## src/hw/rtl/wgvs_pkg.sv

```systemverilog
// wgvs_pkg: shared types, widths and constants for the wind gust vector sum
// holds the cordic arctangent table and fixed-point scale factors
// no dependencies
`timescale 1ns / 1ps

package wgvs_pkg;

    localparam int CORDIC_STEPS = 16;
    localparam int TABLE_LEN    = 24;
    localparam int NSTEPS       = (CORDIC_STEPS > TABLE_LEN) ? TABLE_LEN : CORDIC_STEPS;
    localparam int STEP_W       = 5;

    // rotation lanes, vectoring lanes, angle accumulator
    localparam int RW = 28;
    localparam int VW = 32;
    localparam int ZW = 35;

    localparam logic [29:0]          KINV_Q30    = 30'd652032874;
    localparam logic signed [ZW-1:0] HALF_PI_Q30 = 35'sd1686629713;
    localparam logic signed [ZW-1:0] PI_Q30      = 35'sd3373259426;
    localparam logic signed [17:0]   AZ_LIMIT    = 18'sd25736;

    typedef enum logic [2:0] {
        REG_STEADY_SPEED   = 3'd0,
        REG_STEADY_AZIMUTH = 3'd1,
        REG_GUST_SPEED     = 3'd2,
        REG_GUST_AZIMUTH   = 3'd3,
        REG_GUST_START     = 3'd4,
        REG_GUST_LENGTH    = 3'd5
    } cfg_index_t;

    function automatic logic signed [ZW-1:0] atan_q30(input logic [STEP_W-1:0] i);
        logic signed [ZW-1:0] r;
        unique case (i)
            5'd0:  r = 35'sd843314856;
            5'd1:  r = 35'sd497837829;
            5'd2:  r = 35'sd263043836;
            5'd3:  r = 35'sd133525158;
            5'd4:  r = 35'sd67021686;
            5'd5:  r = 35'sd33543515;
            5'd6:  r = 35'sd16775850;
            5'd7:  r = 35'sd8388437;
            5'd8:  r = 35'sd4194282;
            5'd9:  r = 35'sd2097149;
            5'd10: r = 35'sd1048575;
            5'd11: r = 35'sd524287;
            5'd12: r = 35'sd262143;
            5'd13: r = 35'sd131071;
            5'd14: r = 35'sd65535;
            5'd15: r = 35'sd32767;
            5'd16: r = 35'sd16383;
            5'd17: r = 35'sd8191;
            5'd18: r = 35'sd4095;
            5'd19: r = 35'sd2047;
            5'd20: r = 35'sd1023;
            5'd21: r = 35'sd511;
            5'd22: r = 35'sd255;
            5'd23: r = 35'sd127;
            default: r = '0;
        endcase
        return r;
    endfunction

endpackage

```

## src/hw/rtl/wgvs_rot_step.sv

```systemverilog
// wgvs_rot_step: one registered cordic rotation step (sin/cos generation)
// depends on wgvs_pkg
`timescale 1ns / 1ps

module wgvs_rot_step
    import wgvs_pkg::*;
(
    input  logic                     clk,
    input  logic                     en,
    input  logic [STEP_W-1:0]        step,
    input  logic signed [RW-1:0]     c_in,
    input  logic signed [RW-1:0]     s_in,
    input  logic signed [ZW-1:0]     z_in,
    output logic signed [RW-1:0]     c_out,
    output logic signed [RW-1:0]     s_out,
    output logic signed [ZW-1:0]     z_out
);

    logic signed [RW-1:0] c_reg, c_next;
    logic signed [RW-1:0] s_reg, s_next;
    logic signed [ZW-1:0] z_reg, z_next;
    logic signed [RW-1:0] dc;
    logic signed [RW-1:0] ds;

    always_comb
    begin
        dc = s_in >>> step;
        ds = c_in >>> step;
        if (z_in >= 0)
        begin
            c_next = c_in - dc;
            s_next = s_in + ds;
            z_next = z_in - atan_q30(step);
        end
        else
        begin
            c_next = c_in + dc;
            s_next = s_in - ds;
            z_next = z_in + atan_q30(step);
        end
    end

    always_ff @(posedge clk)
    begin
        if (en)
        begin
            c_reg <= c_next;
            s_reg <= s_next;
            z_reg <= z_next;
        end
    end

    assign c_out = c_reg;
    assign s_out = s_reg;
    assign z_out = z_reg;

endmodule

```

## config.mk

```make
export PLATFORM = sky130hd
export DESIGN_NAME = wgvs_rot_step
export DESIGN_NICKNAME = d
export VERILOG_FILES = /design/src/hw/rtl/wgvs_pkg.sv /design/src/hw/rtl/wgvs_rot_step.sv
export SDC_FILE = /design/constraint.sdc
export NUM_CORES = 1
export LEC_CHECK = 0
export CORE_MARGIN = 2
export CORE_UTILIZATION = 45
export CTS_CLUSTER_DIAMETER = 200
export CTS_CLUSTER_SIZE = 28
export DETAILED_ROUTE_END_ITERATION = 8
export DONT_BUFFER_PORTS = 1
export PLACE_DENSITY = 0.65
export SLEW_MARGIN = 20
export SYNTH_ARGS = -nofsm -noshare
export SYNTH_HDL_FRONTEND = slang
export SYNTH_SLANG_ARGS = --single-unit
```

## constraint.sdc

```tcl
create_clock -name clk -period 9.1 [get_ports clk]
set_input_delay 1.82 -clock clk [delete_from_list [all_inputs] [get_ports clk]]
set_output_delay 1.82 -clock clk [all_outputs]
set_load 0.02 [all_outputs]
```

# == Word level (Yosys, flattened, before mapping) ==
# Memories as Yosys holds them, arrays and structs flattened.
# Index checks and enable logic that the tools add are counted.
# word_totals
mem_count,2
word_cells,19
out_inout_bits,91
reg_bits,91
mem_bits_ro,1920
# op_classes
n_mux,5
shifts,2
magnitude_cmp,1
addsub,6
# mem_list
name,depth,word_bits,read_ports,rd_ports_with_merged_regs,wr,line_no,source
(name not given),32,30,1,0,0,wgvs_pkg.sv:34,unique case (i)
(name not given),32,30,1,0,0,wgvs_pkg.sv:34,
# op_table
op,n
35-bit two-way mux,3
28-bit adder,2
28-bit two-way mux,2
28-bit by 5-bit >>> shifter with 28-bit output,2
28-bit subtractor,2
35-bit adder,1
"35-bit by 1-bit >= comparator with 1-bit output, second input constant",1
35-bit subtractor,1

# == Logic depth before layout (Yosys ltp) ==
# Gate-level depths: netlist (run 1).
# logic_depth
ltp_word,4
depth_mapped,25
mapped_depth_nobuf,21

# == Least setup slack after synthesis (run 1) ==
# No wires, ideal clock.
# synth_timing
path_kind,input to register
start,in step[0]
end,reg s_reg[27] (netlist: s_out[27]) (data pin)
setup_ps,260
path_stages,22
slack_ps,1681
required_time_ps,8840
arrival_time_ps,7160
path_cell_list,buf_6 > buf_6 > mux4_2 > mux2_2 > and2_0 > or4_1 > inv_1 > ha_1 > nand4_1 > nand4b_1 > or3_1 > o31ai_1 > xnor2_1 > ha_1 > a21o_1 > a211o_1 > a221o_1 > or3b_2 > o21ai_0 > o21ai_0 > a31oi_1 > xnor2_1
# synth_between
elab_chain_cells,3
elab_cells_between_ends,4
# synth_lines
item,line_no,source
from (decl),wgvs_rot_step.sv:10,"input logic [STEP_W-1:0] step,"
28-bit by 5-bit >>> shifter with 28-bit output (*),wgvs_rot_step.sv:28,ds = c_in >>> step;
28-bit subtractor or 28-bit adder (tied branches),"wgvs_rot_step.sv:38, wgvs_rot_step.sv:32",
28-bit two-way mux (*),wgvs_rot_step.sv:29,if (z_in >= 0)
net s_next[27],wgvs_rot_step.sv:20,"logic signed [RW-1:0] s_reg, s_next;"
to (signal assigned),wgvs_rot_step.sv:48,s_reg <= s_next;
to (decl),wgvs_rot_step.sv:20,
# The timed path passes the listed nets; every way through them passes the cells marked *.
# A chain may end at the register's enable or synchronous reset.

# == Worst setup path after layout (run 1) ==
# layout_timing
start,in step[1]
end,reg s_reg[27] (netlist: s_out[27]) (data pin)
# Same word-level chain as after synthesis.

==> flow_summary.yaml, run 1 <==
timing:
  finalCritPeriodShare_pct: 81.5
  tightest_slew_ns: 0.966
  slew_headroom_pct: 35.2
  hold_viol_final: 0
  setup_violations: 0
  maxSlewViolCount: 0
  hold-worst-slack_ns: 1.57
  fin_crit_ns: 7.41
  rsz0062_at_grt: "no"
  fmax_ghz: 0.135
  tns_ns: 0
yosys:
  yosys.area.top_type_share_pct: 21.5
  synth_area_um2: 12700
  synth_flop_cell: "edfxtp_1"
  yosysSeqAreaShare_pct: 21.5
  synthXorXnorAreaFrac_pct: 10.1
  synthTopCellsByArea: "edfxtp_1 22%, ha_1 9.8%, mux4_2 8.9%"
  ys_warn_count: 0
  synth_compound_area_share_pct: 22.6
  synth_top_family_by_area: "compound AO/OA/AOI/OAI gates"
  syn_area_per_cell_um2: 9.02
  muxShareOfSynthArea_pct: 17.6
  synth_nets: 1606
  synthAdderAreaFrac_pct: 10.2
  synth_simple_gate_area_share_pct: 14.1
  synth_edf_count: 91
  synthArstFlopShare_pct: 0
  syn-instance-count: 1406
  ys_types: 79
  ys_ff_latch: 91
  synth_top_cell_by_area: "edfxtp_1"
critical_path:
  cp_cell_sequence: "inv_1, buf_12, mux2_2, and2_0, or4_1, inv_1, ha_1, nand4_1, nand4b_1, or3_1, o31ai_1, xnor2_1, ha_1, a21o_1, a211o_1, a221o_1, or3b_2, o21ai_0, o21ai_0, a31oi_1, xnor2_1"
  crit_start: "step[1]"
  max_stage_delay_ns: 0.62
  slowest_stage: "or4_1"
  cp.required_ns: 9.22
  critPathMaxFanout: 56
  arrival_ns: 7.53
  critical_path_class: "input port to flop"
  end_kind: "flop"
  start_kind: "input port"
drt:
  dr.pass1.iters: 8
  wl_per_cell_um: 23.8
  post-route-drc-count: 1
  wl_mm: 41.3
  dr_total_vias: 11424
  ant_nets: 0
  via_per_inst: 6.58
  drtIter0Drc: 1363
floorplan:
  die_h_um: 172
  core_region_area_um2: 27800
  initial_core_util_pct: 45.6
  die-area_um2: 29500
  rows: 61
  io_pins: 189
  die_x_um: 172
clock_tree:
  cts_sinks: 91
  cts_max_level: 3
  ctsHoldBuffers: 0
  cts-root-buf: "clkbuf_16"
  cts_setup_buffers: 0
  clockBufferDepth: 2
  cts_made_buffers: 9
  clk_pin_slew_worst_paths_ns: 0.08
  cts_tree: "yes"
  post_cts_resized: 0
power_and_ir_drop:
  p_int_mw: 1.24
  switchingPower_uw: 897
  power_frac_comb_pct: 44.1
  p_clk_share_pct: 18.0
  p_seq_share_pct: 37.9
  leakagePower_nw: 5.07
  sw_frac_of_total_pct: 42.0
  peakVddDrop_mv: 0.110
  p_per_area_nw_per_um2: 162
  fin_total_pwr_mw: 2.14
final_layout:
  synthToLayoutAreaGrowth_pct: 3.97
  drive_gt1_share_pct: 9.58
  nets: 1552
  diodes: 0
  mostFrequentLayoutCell: "a21oi_1"
  fillers: 2694
  final_cell_mix: "109 x a21oi_1, 105 x o21ai_0, 101 x nand2_1"
hold_path:
  hold_depth: 0
  hold_path.class: "input port to flop"
  min_from: "en"
global_route:
  antenna_found_initial: 0
  grt_pass1_vias: 10819
  grt_pass1_wl_mm: 62.4
  grt_max_degree: 103
  grt_overflow: 0
  track_usage_pct: 27.5
status:
  failed_checks: "design-rule violations"
  status: "finished with violations"
place:
  portBuffers: 0
  dp_hpwl_mm: 30.9
  place.gp.congestion: 0.967
job:
  maxCapViolations: 0
## path summary, 6_finish.rpt
check   endpoint  slack (ns)
max    s_out[27]        1.69
min     s_out[7]        1.57
## cell families after synthesis
kind of cell / Yosys count
simple gates: 363
mux: 148
flops: 91
fa+ha+maj: 102
compound gates: 440
xor+xnor: 146
buf+inv: 116
## synthesized netlist by cell type (14+ instances only)
cell type,n
nor3_1,29
o21ai_0,105
mux4_2,50
buf_1,14
ha_1,99
o31ai_1,14
nand2b_1,26
a211oi_1,21
mux2_2,30
nor2_1,79
a21oi_1,109
clkbuf_1,43
nor2b_1,15
a21o_1,37
inv_1,39
o21a_1,16
edfxtp_1,91
xnor2_1,93
nand2_1,101
nand3_1,36
xor2_1,53
mux2i_1,63
## worst max-delay path, delay by kind of cell
family,cells,cell delay (ns)
AND/OR/NAND/NOR,6,2.03
AO/OA/AOI/OAI,7,1.85
buffers and inverters,3,0.66
adder cells (fa/ha/maj),2,0.57
multiplexers,1,0.38
XOR/XNOR,2,0.19
## state kept, by name (all words and copies together), names as in the netlist
register  count
c_out        28
s_out        28
z_out        35
## routing by layer
metal	up-vias	GRT usage, %	part of all wire [%]
met3	93	5.70	8.3
li1	5286	-	-
met1	5490	35.1	41
met4	0	10.1	3.6
met2	555	45.8	47
met5	-	0	0
## metrics by stage
step / setup slack [ns] / std cells / instance area, um^2 / util (%)
2_1_floorplan: 1.68 / 1406 / 12700 / -
3_3_place_gp: 1.50 / 1719 / 12900 / 46.5
3_5_place_dp: 1.38 / 1719 / 12900 / 46.5
4_1_cts: 1.76 / 1735 / 13200 / 47.5
5_1_grt: 1.25 / 1735 / 13200 / 47.5
6_report: 1.69 / 1735 / 13200 / 47.5
## layout make-up
type	count	area, um^2	area share, %
clock buffers	9	225	1.71
clock inverters	7	51.3	0.389
inverters	41	154	1.17
multi-input cells	1199	9460	71.8
flip-flops and latches	91	2730	20.7
well taps	378	473	3.59
repair buffers	10	87.6	0.664
## power groups by stage
| stage | clock [mW] | combinational [mW] | sequential, mW |
|---|---|---|---|
| after floorplan | 0 | 0.770 | 0.804 |
| after global placement | 0 | 0.920 | 0.820 |
| after detailed placement | 0 | 0.928 | 0.820 |
| after CTS | 0.392 | 0.936 | 0.813 |
| after global routing | 0.410 | 1.04 | 0.823 |
| final | 0.385 | 0.943 | 0.809 |
No activity file was read; power rests on OpenSTA's default activity.
==> run 2, diff against run 1 <==
Clock period 9.1 ns to 7.1 ns, I/O delays scaled along.
==> flow_summary.yaml, run 2 (synthesized netlist as in run 1, its figures left out) <==
status:
  status: "finished clean"
place:
  dp_hpwl_mm: 31.0
  portBuffers: 0
  place.gp.congestion: 1.00
hold_path:
  whs_endpoint: "s_out[7]"
  min_from: "en"
  hold_path.class: "input port to flop"
  hold_depth: 0
timing:
  fin_crit_ns: 6.76
  hold_viol_final: 0
  fmax_ghz: 0.148
  setup_violations: 0
  tns_ns: 0
  tightest_slew_ns: 0.892
  rsz0062_at_grt: "no"
  maxSlewViolCount: 0
  finalCritPeriodShare_pct: 95.2
  slew_headroom_pct: 40.3
floorplan:
  die_h_um: 172
  io_pins: 189
  initial_core_util_pct: 45.6
  rows: 61
  die_x_um: 172
  die-area_um2: 29500
  core_region_area_um2: 27800
power_and_ir_drop:
  leakagePower_nw: 5.21
  sw_frac_of_total_pct: 40.5
  p_int_mw: 1.64
  p_clk_share_pct: 17.9
  fin_total_pwr_mw: 2.76
  switchingPower_mw: 1.12
  power_frac_comb_pct: 44.6
  p_per_area_nw_per_um2: 206
  p_seq_share_pct: 37.6
  peakVddDrop_mv: 0.128
final_layout:
  final_cell_mix: "109 x a21oi_1, 105 x o21ai_0, 101 x nand2_1"
  diodes: 0
  synthToLayoutAreaGrowth_pct: 5.69
  fillers: 2679
  drive_gt1_share_pct: 11.2
  mostFrequentLayoutCell: "a21oi_1"
  nets: 1579
  largest_reg_flops: 35
global_route:
  grt_pass1_wl_mm: 62.3
  grt_max_degree: 103
  grt_overflow: 0
  grt_pass1_vias: 10719
  antenna_found_initial: 0
  track_usage_pct: 27.4
drt:
  via_per_inst: 6.47
  dr.pass1.iters: 5
  post-route-drc-count: 0
  wl_per_cell_um: 23.1
  dr_total_vias: 11402
  drtIter0Drc: 1129
  wl_mm: 40.8
  ant_nets: 0
critical_path:
  start_kind: "input port"
  end_kind: "flop"
  critPathMaxFanout: 93
  arrival_ns: 6.86
  cp.required_ns: 7.20
  critical_path_class: "input port to flop"
clock_tree:
  cts_max_level: 3
  post_cts_resized: 0
  clockBufferDepth: 2
  cts_setup_buffers: 0
  cts-root-buf: "clkbuf_16"
  clk_pin_slew_worst_paths_ns: 0.07
  ctsHoldBuffers: 0
  cts_made_buffers: 9
  cts_sinks: 91
  cts_tree: "yes"
job:
  maxCapViolations: 0
[run 2: power by group through the flow]
stage / combinational (mW) / clock [mW] / sequential (mW)
floorplan: 0.986 / 0 / 1.03
global placement: 1.20 / 0 / 1.05
detailed placement: 1.21 / 0 / 1.05
CTS: 1.22 / 0.506 / 1.04
global route: 1.36 / 0.530 / 1.06
finish: 1.23 / 0.493 / 1.04
[run 2: final cells by class]
cell class / instances / area [um^2] / area share [%]
clock buffer: 9 / 225 / 1.68
clock inverter: 7 / 67.6 / 0.504
inverter: 41 / 154 / 1.15
multi-input combinational: 1199 / 9460 / 70.6
sequential: 91 / 2730 / 20.4
tap: 378 / 473 / 3.53
timing repair buffer: 37 / 290 / 2.17
[run 2: worst max-delay path: stages]
cell	delay (ns)
mux4_2	0.51
mux2_2	0.31
and2_0	0.15
or4_1	0.58
inv_1	0.11
ha_1	0.19
nand4_1	0.08
nand4b_1	0.25
or3_1	0.43
o31ai_1	0.30
xnor2_1	0.16
ha_1	0.27
a21o_1	0.17
a211o_1	0.29
a221o_1	0.36
or3b_2	0.44
o21ai_0	0.28
o21ai_0	0.19
a31oi_1	0.25
xnor2_1	0.09
[run 2: per-stage QoR]
stage               util (%)  area (um^2)  instances  setup WS [ns]  hold slack [ns]
floorplan                  -        12700       1406         0.0808             1.53
global placement        47.2        13100       1746         0.0979             1.54
detailed placement      47.2        13100       1746         0.0120             1.55
CTS                     48.2        13400       1762          0.388             1.17
global route            48.2        13400       1762         0.0429             1.16
finish                  48.2        13400       1762          0.341             1.18
[run 2: worst max path at each step]
stage            start         to  slack [ns]
6_report       step[0]  s_out[27]        0.34
2_1_floorplan  step[0]  s_out[27]        0.08
3_5_place_dp   step[0]  s_out[27]        0.01
5_1_grt        step[0]  s_out[27]        0.04
3_3_place_gp   step[0]  s_out[27]         0.1
4_1_cts        step[0]  s_out[27]        0.39
[run 2: per-layer routing]
metal  part of all wire [%]  global-route usage (%)  up-vias  wire, um
met4                    2.9                    8.48        0      1190
li1                       -                       -     5347         -
met3                    9.3                    6.75       72      3810
met2                     47                    44.7      543     19000
met5                      0                       0        -         0
met1                     41                    35.8     5440     16800
