==> src/hw/rtl/wgvs_pkg.sv <==
// wgvs_pkg: shared types, widths and constants for the wind gust vector sum
// holds the cordic arctangent table and fixed-point scale factors
// no dependencies
`timescale 1ns / 1ps

package wgvs_pkg;

    localparam int CORDIC_STEPS = 16;
    localparam int TABLE_LEN    = 24;
    localparam int NSTEPS       = (CORDIC_STEPS > TABLE_LEN) ? TABLE_LEN : CORDIC_STEPS;
    localparam int STEP_W       = 5;

    // rotation lanes, vectoring lanes, angle accumulator
    localparam int RW = 28;
    localparam int VW = 32;
    localparam int ZW = 35;

    localparam logic [29:0]          KINV_Q30    = 30'd652032874;
    localparam logic signed [ZW-1:0] HALF_PI_Q30 = 35'sd1686629713;
    localparam logic signed [ZW-1:0] PI_Q30      = 35'sd3373259426;
    localparam logic signed [17:0]   AZ_LIMIT    = 18'sd25736;

    typedef enum logic [2:0] {
        REG_STEADY_SPEED   = 3'd0,
        REG_STEADY_AZIMUTH = 3'd1,
        REG_GUST_SPEED     = 3'd2,
        REG_GUST_AZIMUTH   = 3'd3,
        REG_GUST_START     = 3'd4,
        REG_GUST_LENGTH    = 3'd5
    } cfg_index_t;

    function automatic logic signed [ZW-1:0] atan_q30(input logic [STEP_W-1:0] i);
        logic signed [ZW-1:0] r;
        unique case (i)
            5'd0:  r = 35'sd843314856;
            5'd1:  r = 35'sd497837829;
            5'd2:  r = 35'sd263043836;
            5'd3:  r = 35'sd133525158;
            5'd4:  r = 35'sd67021686;
            5'd5:  r = 35'sd33543515;
            5'd6:  r = 35'sd16775850;
            5'd7:  r = 35'sd8388437;
            5'd8:  r = 35'sd4194282;
            5'd9:  r = 35'sd2097149;
            5'd10: r = 35'sd1048575;
            5'd11: r = 35'sd524287;
            5'd12: r = 35'sd262143;
            5'd13: r = 35'sd131071;
            5'd14: r = 35'sd65535;
            5'd15: r = 35'sd32767;
            5'd16: r = 35'sd16383;
            5'd17: r = 35'sd8191;
            5'd18: r = 35'sd4095;
            5'd19: r = 35'sd2047;
            5'd20: r = 35'sd1023;
            5'd21: r = 35'sd511;
            5'd22: r = 35'sd255;
            5'd23: r = 35'sd127;
            default: r = '0;
        endcase
        return r;
    endfunction

endpackage

==> src/hw/rtl/wgvs_vec_step.sv <==
// wgvs_vec_step: one registered cordic vectoring step (magnitude and atan2)
// depends on wgvs_pkg
`timescale 1ns / 1ps

module wgvs_vec_step
    import wgvs_pkg::*;
(
    input  logic                     clk,
    input  logic                     en,
    input  logic [STEP_W-1:0]        step,
    input  logic signed [VW-1:0]     px_in,
    input  logic signed [VW-1:0]     py_in,
    input  logic signed [ZW-1:0]     z_in,
    output logic signed [VW-1:0]     px_out,
    output logic signed [VW-1:0]     py_out,
    output logic signed [ZW-1:0]     z_out
);

    logic signed [VW-1:0] px_reg, px_next;
    logic signed [VW-1:0] py_reg, py_next;
    logic signed [ZW-1:0] z_reg, z_next;
    logic signed [VW-1:0] dx;
    logic signed [VW-1:0] dy;

    always_comb
    begin
        dx = py_in >>> step;
        dy = px_in >>> step;
        if (py_in >= 0)
        begin
            px_next = px_in + dx;
            py_next = py_in - dy;
            z_next  = z_in + atan_q30(step);
        end
        else
        begin
            px_next = px_in - dx;
            py_next = py_in + dy;
            z_next  = z_in - atan_q30(step);
        end
    end

    always_ff @(posedge clk)
    begin
        if (en)
        begin
            px_reg <= px_next;
            py_reg <= py_next;
            z_reg  <= z_next;
        end
    end

    assign px_out = px_reg;
    assign py_out = py_reg;
    assign z_out  = z_reg;

endmodule

==> config.mk <==
export PLATFORM = sky130hd
export DESIGN_NAME = wgvs_vec_step
export DESIGN_NICKNAME = d
export VERILOG_FILES = /design/src/hw/rtl/wgvs_pkg.sv /design/src/hw/rtl/wgvs_vec_step.sv
export SDC_FILE = /design/constraint.sdc
export NUM_CORES = 1
export LEC_CHECK = 0
export BUFFER_PORTS_ARGS = -buffer_cell sky130_fd_sc_hd__clkbuf_2
export CELL_PAD_IN_SITES_DETAIL_PLACEMENT = 0
export CELL_PAD_IN_SITES_GLOBAL_PLACEMENT = 1
export CORE_ASPECT_RATIO = 0.7
export CORE_MARGIN = 2
export CORE_UTILIZATION = 45
export CTS_BUF_LIST = sky130_fd_sc_hd__clkbuf_4 sky130_fd_sc_hd__clkbuf_8
export DETAILED_ROUTE_END_ITERATION = 10
export HOLD_SLACK_MARGIN = 0.02
export PLACE_DENSITY_LB_ADDON = 0.1
export SLEW_MARGIN = 20
export SYNTH_ARGS = -nofsm -noshare
export SYNTH_HDL_FRONTEND = slang
export SYNTH_SLANG_ARGS = --single-unit
==> constraint.sdc <==
create_clock -name clk -period 15.8 [get_ports clk]
set_input_delay 0.79 -clock clk [delete_from_list [all_inputs] [get_ports clk]]
set_output_delay 0.79 -clock clk [all_outputs]
set_load 0.01 [all_outputs]
### Yosys cells after proc, flatten, opt, wreduce, memory -nomap -nowiden

Memory sizes are Yosys's and may differ from the RTL's.
Cells that the tools add are included.

| word-level totals | value |
|---|---|
| flip-flop bits (word level) | 99 |
| bits in latches | 0 |
| bits in writable memories | 0 |
| memory bits (read-only) | 1920 |
| input bits | 106 |
| output and inout bits | 99 |
| memories | 2 |

| cells by class | value |
|---|---|
| $add $sub $neg | 6 |
| multipliers | 0 |
| div/mod/pow operators | 0 |
| magnitude comparators | 1 |
| equality and inequality tests | 0 |
| shift-type cells | 2 |
| multiplexer cells | 5 |
| bitwise operators | 0 |
| reduce and logical (&&, ||, !) cells | 0 |

Memory list:

| memory | words | bits a word | read ports | clocked after Yosys merged registers in | write ports | line | text |
|---|---|---|---|---|---|---|---|
| (name not given) | 32 | 30 | 1 | 0 | 0 | wgvs_pkg.sv:34 | `unique case (i)` |
| (name not given) | 32 | 30 | 1 | 0 | 0 | wgvs_pkg.sv:34 |  |

Operators by type and width:

| operator | count |
|---|---|
| two-way mux 35 bit | 3 |
| adder 32 bit | 2 |
| two-way mux 32 bit | 2 |
| >>> shifter 32 x 5 -> 32 bit | 2 |
| subtractor 32 bit | 2 |
| adder 35 bit | 1 |
| subtractor 35 bit | 1 |
| >= comparator 32 x 1 -> 1 bit (second input constant) | 1 |

### Logic depth before layout (Yosys ltp)

Gate-level depths: netlist of the first run.

| logic depth | value |
|---|---|
| word-level depth | 4 |
| depth in mapped cells | 27 |

### Least setup slack after synthesis of the first run

No wires, ideal clock.

| timing | value |
|---|---|
| kind | input to register |
| start point | input step[1] |
| end point | register z_reg[34] (netlist: z_out[34]) (data pin) |
| library setup time | 0.260 ns |
| arrival time | 5.579 ns |
| path slack | 9.961 ns |
| stages | 24 |
| buffers on the path | 6 |
| cells stage by stage | buf_2 > buf_2 > inv_2 > buf_4 > buf_1 > ha_1 > a21oi_1 > o21ai_0 > ha_1 > nand3b_1 > nor3_1 > a31o_2 > clkbuf_1 > buf_2 > xnor2_1 > ha_1 > and3_1 > a311oi_1 > a21oi_1 > o21a_1 > o31ai_1 > o2111ai_1 > a21oi_1 > xnor2_1 |

| on the way | value |
|---|---|
| cells in the longest elaborated chain, start to end | 4 |
| elaborated cells on any way between the ends | 7 |
| classes of those cells | 2 x add/sub; 3 x mux; 2 x memory |

RTL lines:

| what | line | text |
|---|---|---|
| start: declaration | wgvs_vec_step.sv:10 | `input logic [STEP_W-1:0] step,` |
| memory (32 x 30 bit) | -- |  |
| two-way mux 35 bit | wgvs_vec_step.sv:29 | `if (py_in >= 0)` |
| subtractor 35 bit / adder 35 bit (equally long branches) | wgvs_vec_step.sv:39, wgvs_vec_step.sv:33 |  |
| two-way mux 35 bit * | wgvs_vec_step.sv:29 |  |
| net z_next[34] | wgvs_vec_step.sv:21 | `logic signed [ZW-1:0] z_reg, z_next;` |
| end signal: assignment | wgvs_vec_step.sv:49 | `z_reg <= z_next;` |
| end: declaration | wgvs_vec_step.sv:21 |  |

Mark *: on every way through the listed nets, which the timed path passes. The rest lies on a longest branch. The select of a mux whose other input is x is not followed.
A chain may end at the register's enable or synchronous reset.

### Worst setup path after layout of the first run

| timing | value |
|---|---|
| start point | input step[0] |
| end point | register px_reg[25] (netlist: px_out[25]) (data pin) |

| on the way | value |
|---|---|
| cells in the longest elaborated chain, start to end | 3 |
| elaborated cells on any way between the ends | 4 |
| classes of those cells | 2 x add/sub; 1 x shift; 1 x mux |

RTL lines:

| what | line | text |
|---|---|---|
| >>> shifter 32 x 5 -> 32 bit * | wgvs_vec_step.sv:27 | `dx = py_in >>> step;` |
| subtractor 32 bit / adder 32 bit (equally long branches) | wgvs_vec_step.sv:37, wgvs_vec_step.sv:31 |  |
| two-way mux 32 bit * | wgvs_vec_step.sv:29 |  |
| net px_next[25] | wgvs_vec_step.sv:19 | `logic signed [VW-1:0] px_reg, px_next;` |
| end signal: assignment | wgvs_vec_step.sv:47 | `px_reg <= px_next;` |
| end: declaration | wgvs_vec_step.sv:19 |  |

Mark *: on every way through the listed nets, which the timed path passes. The rest lies on a longest branch.

==> flow_summary.json, run 1 <==
{
  "drtPass1Iterations": 6,
  "route.detailed.drc": 0,
  "place_inst": 2172,
  "setup_viol": 0,
  "gp_congestion": 0.981,
  "seq_area_sq_mm": 0.00297,
  "syn_to_final_growth_pct": 9.72,
  "die_x_um": 219,
  "h-tree-depth": 3,
  "cts-root-buf": "clkbuf_8",
  "grt_overflow_total": 0,
  "setup-tns-final_ns": 0,
  "fmax_ghz": 0.133,
  "ctsResizeCount": 0,
  "synth-main-ff-cell": "edfxtp_1",
  "synth_seq_cells": 99,
  "min_from": "z_in[0]",
  "peakVddDrop_mv": 0.0605,
  "antenna_left": 0,
  "slew_violations": 0,
  "dpl_worst_slack_ns": 7.93,
  "syn_avg_cell_area_sq_um": 9.01,
  "grt_util_met3": 0.134,
  "max_slew_margin": 0.204,
  "synth_cells": 1619,
  "routedWlPerCell_um": 25.0,
  "crit_fanout": 62,
  "fp.coreArea_sq_mm": 0.0321,
  "ys_types": 93,
  "timing.final.crit_share": 0.478,
  "grt_use_met2": 0.386,
  "io_buffer_count": 204,
  "drv_cap": 0,
  "cts_tree": "built",
  "cts-buffers-inserted": 9,
  "synth_nets": 1835,
  "via_count": 14200,
  "cts_hold_buffers": 0,
  "drive_gt1_frac": 0.211,
  "crit_required_ns": 16.01,
  "period_minus_slack_ns": 7.55,
  "synth_edf_count": 99,
  "cp-endpoint": "px_out[25]",
  "clock_path_buffers": 2,
  "initial_utilization": 0.454,
  "antenna_found_initial": 0,
  "dpl.hpwl_um": 42000,
  "hold_violations": 0,
  "grtUsageTotal": 0.317,
  "worst_setup_path_end_kind": "flip-flop",
  "via_per_inst": 6.49,
  "fp.dieArea_sq_mm": 0.0339,
  "drt_iter0_markers": 2023,
  "clk_pin_slew_ns": 0.12,
  "crit_path_start": "step[0]",
  "grt_pass1_vias": 12500,
  "status": "complete, no violations",
  "ys_seq_area_frac": 0.204,
  "gr-usage-met1": 0.503,
  "grt_max_degree": 69,
  "rsz0062_at_grt": "no",
  "fill_cells": 3097,
  "synthArstFlopShare": 0,
  "synth_warnings": 0,
  "cp-start-kind": "input port",
  "stdcell_count": 2189,
  "dieHeight_um": 155,
  "worstMarginPinSlew_ns": 1.18,
  "drt_wl_total_um": 54700,
  "multiInputGateArea_sq_mm": 0.0110,
  "power_density_mw_per_mm2": 88.2,
  "pin_count": 205,
  "nets": 1972,
  "cp.arrival_ns": 7.75,
  "total_leakage_power_nw": 6.44,
  "grt_pass1_wl_um": 80500,
  "min_path_type": "in -> reg",
  "rows": 55,
  "fin_ws_ns": 8.26,
  "cts_sinks": 99,
  "critPathKind": "in -> reg",
  "busiest_layer": "met1",
  "syn_area_sq_mm": 0.0146,
  "post_cts.repair.setup_buffers": 0
}
per-layer routing:
layer | wire [um] | share of wire
met5 | 44 | 0.00080
met4 | 760 | 0.014
met3 | 7760 | 0.14
met2 | 19900 | 0.36
met1 | 26200 | 0.48
where the power goes:
group | internal (W) | total [W] | switching, W
Clock | 0.0000616 | 0.000179 | 0.000118
Sequential | 0.000388 | 0.000408 | 0.0000202
Combinational | 0.000330 | 0.000825 | 0.000495
Total | 0.000779 | 0.00141 | 0.000633
cell type report:
| cell class | instances | area share |
|---|---|---|
| antenna | 1 | 0.000156 |
| sequential | 99 | 0.186 |
| clock buffer | 9 | 0.00774 |
| timing repair buffer | 220 | 0.0720 |
| tap | 427 | 0.0334 |
| clock inverter | 7 | 0.00445 |
| multi-input combinational | 1382 | 0.686 |
| inverter | 44 | 0.0103 |
registers in the layout, summed over array words and instances (netlist names):
register	cells
z_out	35
px_out	32
py_out	32
kinds of logic (layout without fill, tap and decap cells):
| kind of cell | after synthesis | count (layout) | share of synthesized area |
|---|---|---|---|
| AOI/OAI and AO/OA | 512 | 512 | 0.236 |
| and+or+nand+nor | 431 | 431 | 0.145 |
| muxes | 174 | 174 | 0.183 |
| xor gates and xnor gates | 155 | 155 | 0.0930 |
| buffers and inverters | 138 | 280 | 0.0432 |
| adders and majority gates | 110 | 110 | 0.0959 |
| DFF | 99 | 99 | 0.204 |
| other | 0 | 1 | 0 |
cell usage in the layout, fill, tap and decap left out, drive strengths merged, types with 9 or more instances in the layout:
cell type and n:
mux2i 52, nand2 117, o21bai 19, o22ai 16
nand3 30, xnor2 111, a21boi 12, a31oi 11
or2 12, o41ai 9, nand2b 24, nor2 125
edfxtp 99, and3 14, o21ai 113, a21oi 130
a221oi 18, nor2b 15, clkbuf 209, mux4 68
buf 20, nand4 10, a211o 9, inv 47
a21o 30, o31ai 17, ha 107, nor4 11
a211oi 17, o211ai 15, and2 16, nor3 30
mux2 54, xor2 44, a22oi 14, o21a 21
Yosys cell counts, types with 12 or more instances:
library cell  count  area share
nor2_1          125       0.032
inv_1            42       0.011
xor2_1           44       0.026
mux2_1           25       0.019
o21ai_1          12      0.0041
o21bai_1         19      0.0098
mux2i_1          52       0.036
nor2b_1          15      0.0064
o21a_1           21       0.011
mux2_2           28       0.022
edfxtp_1         99        0.20
mux4_2           66        0.10
a22oi_1          14      0.0072
o21ai_0         101       0.035
ha_1            107       0.092
buf_1            16      0.0041
a21o_1           30       0.015
buf_2            24      0.0082
nand2_1         116       0.030
nor3_1           30       0.010
and3_1           14      0.0060
and2_1           16      0.0069
a21oi_1         129       0.044
o22ai_1          16      0.0069
o211ai_1         14      0.0072
a221oi_1         16      0.0096
nand3_1          29      0.0099
nand2b_1         24       0.010
clkbuf_1         42       0.011
a211oi_1         16      0.0082
xnor2_1         111       0.067
worst max-delay path, cell delays in order:
cell and delay, ns:
buf_6 0.43, buf_4 0.80, mux2_1 0.42, mux4_2 0.54, a221oi_1 0.32, a21o_1 0.13, o21ai_0 0.14, inv_1 0.10
ha_1 0.13, inv_1 0.08, nor4_4 0.36, nand4_1 0.58, o21bai_1 0.32, mux2i_1 0.10, a22o_1 0.26, ha_1 0.32
a21o_1 0.19, a21o_1 0.18, a21o_1 0.19, a21oi_1 0.25, inv_1 0.06, o21ai_0 0.34, nand2b_1 0.14, a2111oi_0 0.42
nor3_1 0.09
worst min path at each step:
stage | endpoint | slack [ns] | depth (start not counted)
floorplan | px_out[0] | 0.90 | 0
global placement | z_out[0] | 1.10 | 2
detailed placement | z_out[0] | 1.11 | 2
CTS | z_out[0] | 0.62 | 2
global route | z_out[0] | 0.64 | 2
finish | z_out[0] | 0.64 | 2
metrics by stage:
step | power [W] | hold WS (ns) | area [sq um] | utilization
after floorplan | 0.000964 | 0.902 | 14600 | -
after global placement | 0.00121 | 1.10 | 15800 | 0.492
after detailed placement | 0.00122 | 1.11 | 15800 | 0.492
after CTS | 0.00140 | 0.623 | 16000 | 0.498
after global routing | 0.00150 | 0.636 | 16000 | 0.498
final | 0.00141 | 0.637 | 16000 | 0.498
No activity file was read; power rests on OpenSTA's default activity.
==> run 2, diff against run 1 <==
CORE_UTILIZATION = 42   (was 45)
clock period = 6.4 ns   (was 15.8 ns; I/O delays follow)
==> run 2 against run 1 <==
Effect of this change:
- via count rose by 2.5%
- core utilization down 1.7 points
- first-iteration DRC count down 8.4%
- critical path type unchanged
- hold slack worse by 0.47 ns
- sequential cell count did not move
- non-clock buffer count is 56 higher
- worst setup slack worse by 8.0 ns
==> flow_summary.json, run 2 (same netlist as run 1, synthesis figures left out) <==
{
  "status": "complete, no violations",
  "critical_path_buf_inv_count": 6,
  "setup_viol": 0,
  "seqPwrFrac": 0.281,
  "critPathKind": "in -> reg",
  "cp-start-kind": "input port",
  "dieHeight_um": 160,
  "final_cell_mix": "clkbuf_2 (200), a21oi_1 (129), nor2_1 (125), nand2_1 (116), xnor2_1 (111)",
  "fp.coreArea_sq_mm": 0.0344,
  "worstMarginPinSlew_ns": 1.14,
  "rows": 57,
  "routedWlPerCell_um": 25.6,
  "crit_path_start": "step[0]",
  "slew_violations": 0,
  "critPathSlowestCell": "mux4_2",
  "largest_reg_flops": 35,
  "drt_wl_total_um": 58600,
  "hold_violations": 0,
  "clk_pin_slew_ns": 0.12,
  "cp.arrival_ns": 6.36,
  "peakVddDrop_mv": 0.142,
  "post_cts.repair.setup_buffers": 0,
  "p_sw_w": 0.00160,
  "cts_tree": "built",
  "final_common_cell": "clkbuf_2",
  "cts-buffers-inserted": 9,
  "cts-root-buf": "clkbuf_8",
  "drv_cap": 0,
  "clock_path_buffers": 2,
  "grt_overflow_total": 0,
  "swShare": 0.449,
  "crit_required_ns": 6.61,
  "n_antenna_cell": 0,
  "via_per_inst": 6.37,
  "fin_util": 0.481,
  "min_path_type": "in -> reg",
  "dpl_worst_slack_ns": -0.0738,
  "period_minus_slack_ns": 6.15,
  "crit_chain": "buf_6 > buf_12 > buf_4 > buf_4 > mux4_2 > mux2_1 > nand2_1 > nand3_1 > inv_1 > ha_1 > nand3_1 > or2_1 > o21ai_0 > xor2_1 > ha_1 > a21oi_1 > o21ai_0 > buf_4 > nor4_2 > o21a_1 > a31oi_1 > a211o_1 > a21oi_1 > xnor2_1",
  "timing.final.crit_share": 0.961,
  "total_leakage_power_nw": 6.75,
  "drtPass1Iterations": 8,
  "intPower_w": 0.00197,
  "setup-tns-final_ns": 0,
  "cpMostUsedCell": "buf_4",
  "cp_top_family": "compound AO/OA/AOI/OAI gates",
  "initial_utilization": 0.424,
  "via_count": 14600,
  "drt_iter0_markers": 1853,
  "fin_ws_ns": 0.253,
  "holdWs_ns": 0.169,
  "fmax_ghz": 0.163,
  "grt_pass1_wl_um": 86600,
  "fill_cells": 3419,
  "min_from": "z_in[0]",
  "fp.dieArea_sq_mm": 0.0363,
  "die_x_um": 227,
  "drive_gt1_frac": 0.236,
  "route.detailed.drc": 0,
  "io_buffer_count": 204,
  "pwr-share-comb": 0.590,
  "nets": 2028,
  "crit_fanout": 35,
  "antenna_found_initial": 3,
  "pwr-share-clk": 0.129,
  "max_slew_margin": 0.234,
  "cts_sinks": 99,
  "h-tree-depth": 3,
  "pin_count": 205,
  "antenna_left": 0,
  "dpl.hpwl_um": 46800,
  "ctsResizeCount": 0,
  "slowest_delay_ns": 0.58,
  "grtUsageTotal": 0.321,
  "holdPathEnd": "z_out[0]",
  "gp_congestion": 0.980,
  "cts_hold_buffers": 0,
  "power_density_mw_per_mm2": 215,
  "worst_setup_path_end_kind": "flip-flop",
  "syn_to_final_growth_pct": 13.7,
  "grt_pass1_vias": 13300,
  "grt_max_degree": 53,
  "rsz0062_at_grt": "no",
  "min_path_cells": 2
}
run 2: worst max path at each step:
stage,endpoint,slack (ns),cells past startpoint
final,py_out[29],0.25,24
after floorplan,z_out[34],1.03,24
after global placement,py_out[29],-0.04,24
after detailed placement,py_out[29],-0.07,24
after CTS,py_out[29],0.41,24
after global routing,py_out[21],0.01,25
run 2: layout make-up:
cell class                 count  area, sq um  share of cell area
inverter                      44          165             0.00996
multi-input combinational   1382        11000               0.663
timing repair buffer         276         1650              0.0994
tap                          472          591              0.0356
clock buffer                   9          124             0.00747
sequential                    99         2970               0.179
clock inverter                 7         91.3             0.00551
run 2: power by group through the flow:
stage | registers [W] | logic, W | clock network [W]
floorplan | 0.00111 | 0.00127 | 0
global placement | 0.00102 | 0.00206 | 0
detailed placement | 0.00102 | 0.00205 | 0
CTS | 0.00101 | 0.00206 | 0.000482
global route | 0.00102 | 0.00229 | 0.000497
finish | 0.00100 | 0.00211 | 0.000459
run 2: through the flow:
stage / total power, W / area [sq um] / instances
floorplan: 0.00238 / 14600 / 1619
global placement: 0.00307 / 16400 / 2273
detailed placement: 0.00307 / 16400 / 2273
CTS: 0.00355 / 16600 / 2289
global route: 0.00381 / 16600 / 2289
finish: 0.00357 / 16600 / 2289
run 2: per-layer routing:
metal | GRT usage | vias up | wire (um)
li1 | - | 6624 | -
met1 | 0.511 | 7019 | 28600
met2 | 0.393 | 863 | 21400
met3 | 0.131 | 59 | 7910
met4 | 0.0502 | 6 | 653
met5 | 0.0121 | - | 86
==> run 3, diff against run 2 <==
RECOVER_POWER = 50   (was unset)
REMOVE_ABC_BUFFERS = 1   (was unset)
SLEW_MARGIN = 10   (was 20)
==> run 3 against run 2 <==
Effect of this change:
- combinational power fell by 2%
- design area fell by 0.32%
- highest routed layer unchanged
- sequential share of layout area rose by 0.058 points
- sequential cell count did not move
- hold slack improved by 0.0016 ns
- final cell count rose by 0.61%
- sequential power barely moved
- via count fell by 0.89%
- non-clock buffer count rose by 14
- global-route usage fell by 0.91 points
- fmax rose by 1.7%
- largest power group unchanged
- clock power barely moved
- the flow now finishes with violations (capacitance limit, slew limit)
==> flow_summary.json, run 3 (same netlist as run 1, synthesis figures left out) <==
{
  "cts-buffers-inserted": 9,
  "p_sw_w": 0.00158,
  "io_buffer_count": 204,
  "route.detailed.drc": 0,
  "cp-start-kind": "input port",
  "setup_viol": 0,
  "cp_top_family": "compound AO/OA/AOI/OAI gates",
  "dieHeight_um": 160,
  "fp.dieArea_sq_mm": 0.0363,
  "placed_area_sq_mm": 0.0165,
  "dpl_worst_slack_ns": 0.162,
  "initial_utilization": 0.424,
  "total_leakage_power_nw": 6.52,
  "n_antenna_cell": 0,
  "min_from": "z_in[0]",
  "worst_setup_path_end_kind": "flip-flop",
  "crit_path_start": "step[0]",
  "status": "complete, but fails checks",
  "swShare": 0.447,
  "clock_path_buffers": 2,
  "fin_ws_ns": 0.354,
  "setup-tns-final_ns": 0,
  "worstMarginPinSlew_ns": 2.98,
  "crit_required_ns": 6.61,
  "grt_max_degree": 53,
  "routedWlPerCell_um": 24.7,
  "final_cell_mix": "a21oi_1 (129), nor2_1 (125), nand2_1 (116), xnor2_1 (111), ha_1 (107)",
  "crit_fanout": 41,
  "timing.final.crit_share": 0.945,
  "crit_chain": "buf_6 > buf_12 > mux4_2 > mux2_2 > nand2_1 > o2111ai_1 > buf_4 > nor3b_1 > nand2_1 > o21ai_0 > xor2_1 > ha_1 > a21oi_1 > o21ai_0 > a221oi_1 > a21o_1 > a21oi_1 > o21ai_0 > buf_4 > a21boi_0 > mux2i_1 > nand2_1",
  "ctsResizeCount": 0,
  "die_x_um": 227,
  "drt_wl_total_um": 56900,
  "seqPwrFrac": 0.284,
  "syn_to_final_growth_pct": 13.3,
  "pwr-share-clk": 0.129,
  "cts-root-buf": "clkbuf_8",
  "gp_congestion": 1.02,
  "period_minus_slack_ns": 6.05,
  "power_density_mw_per_mm2": 213,
  "holdPathEnd": "z_out[0]",
  "pin_count": 205,
  "h-tree-depth": 3,
  "nets": 2042,
  "grt_pass1_wl_um": 84800,
  "violations": "capacitance limit, slew limit",
  "via_count": 14400,
  "cts_sinks": 99,
  "min_path_cells": 2,
  "critPathKind": "in -> reg",
  "post_cts.repair.setup_buffers": 0,
  "pwr-share-comb": 0.586,
  "slowest_delay_ns": 0.58,
  "grt_overflow_total": 0,
  "fp.coreArea_sq_mm": 0.0344,
  "max_slew_margin": -0.988,
  "grtUsageTotal": 0.311,
  "cp.arrival_ns": 6.25,
  "fmax_ghz": 0.165,
  "rsz0062_at_grt": "no",
  "final_common_cell": "a21oi_1",
  "grt_pass1_vias": 13100,
  "cts_tree": "built",
  "slew_violations": 53,
  "min_path_type": "in -> reg",
  "antenna_left": 0,
  "critPathSlowestCell": "mux4_2",
  "largest_reg_flops": 35,
  "peakVddDrop_mv": 0.125,
  "dpl.hpwl_um": 44900,
  "postLayoutCellArea_sq_mm": 0.0165,
  "drtPass1Iterations": 7,
  "via_per_inst": 6.27,
  "antenna_found_initial": 1,
  "cts_hold_buffers": 0,
  "holdWs_ns": 0.170,
  "rows": 57,
  "drive_gt1_frac": 0.188,
  "clk_pin_slew_ns": 0.12,
  "drv_cap": 1,
  "drt_iter0_markers": 1543,
  "critical_path_buf_inv_count": 4,
  "hold_violations": 0,
  "intPower_w": 0.00195
}
## run 3: metrics by stage
stage	std cells	utilization	total power [W]
after global routing	2303	0.480	0.00376
after detailed placement	2287	0.478	0.00307
after CTS	2303	0.484	0.00355
after global placement	2287	0.478	0.00307
after floorplan	1525	-	0.00232
final	2303	0.480	0.00352
## run 3: final cells by class
class,count,area [sq um]
Fill cell,3454,17900
Multi-Input combinational cell,1382,11000
Sequential cell,99,2970
Timing Repair Buffer,290,1620
Tap cell,472,591
Inverter,44,165
Clock buffer,9,124
Clock inverter,7,76.3
## run 3: power by group through the flow
stage	clock network (W)	registers [W]	logic, W
after floorplan	0	0.00111	0.00121
after global placement	0	0.00102	0.00206
after detailed placement	0	0.00102	0.00206
after CTS	0.000479	0.00100	0.00207
after global routing	0.000495	0.00102	0.00224
final	0.000456	0.00100	0.00207
## run 3: worst max-delay path by stage
stage                 endpoint  slack (ns)  cells after the start
finish              px_out[27]        0.35                     22
global route        px_out[27]       0.008                     24
CTS                 px_out[27]        0.65                     24
detailed placement  px_out[27]        0.16                     24
global placement    px_out[27]        0.15                     21
floorplan           px_out[30]        0.95                     19
## run 3: routing by layer
layer,wire (um),vias up,global-route usage,share of wire
met4,504,2,0.0461,0.0089
met2,20900,745,0.381,0.37
met1,28800,7005,0.508,0.51
met5,10,-,0,0.00018
met3,6760,32,0.114,0.12
li1,-,6657,-,-
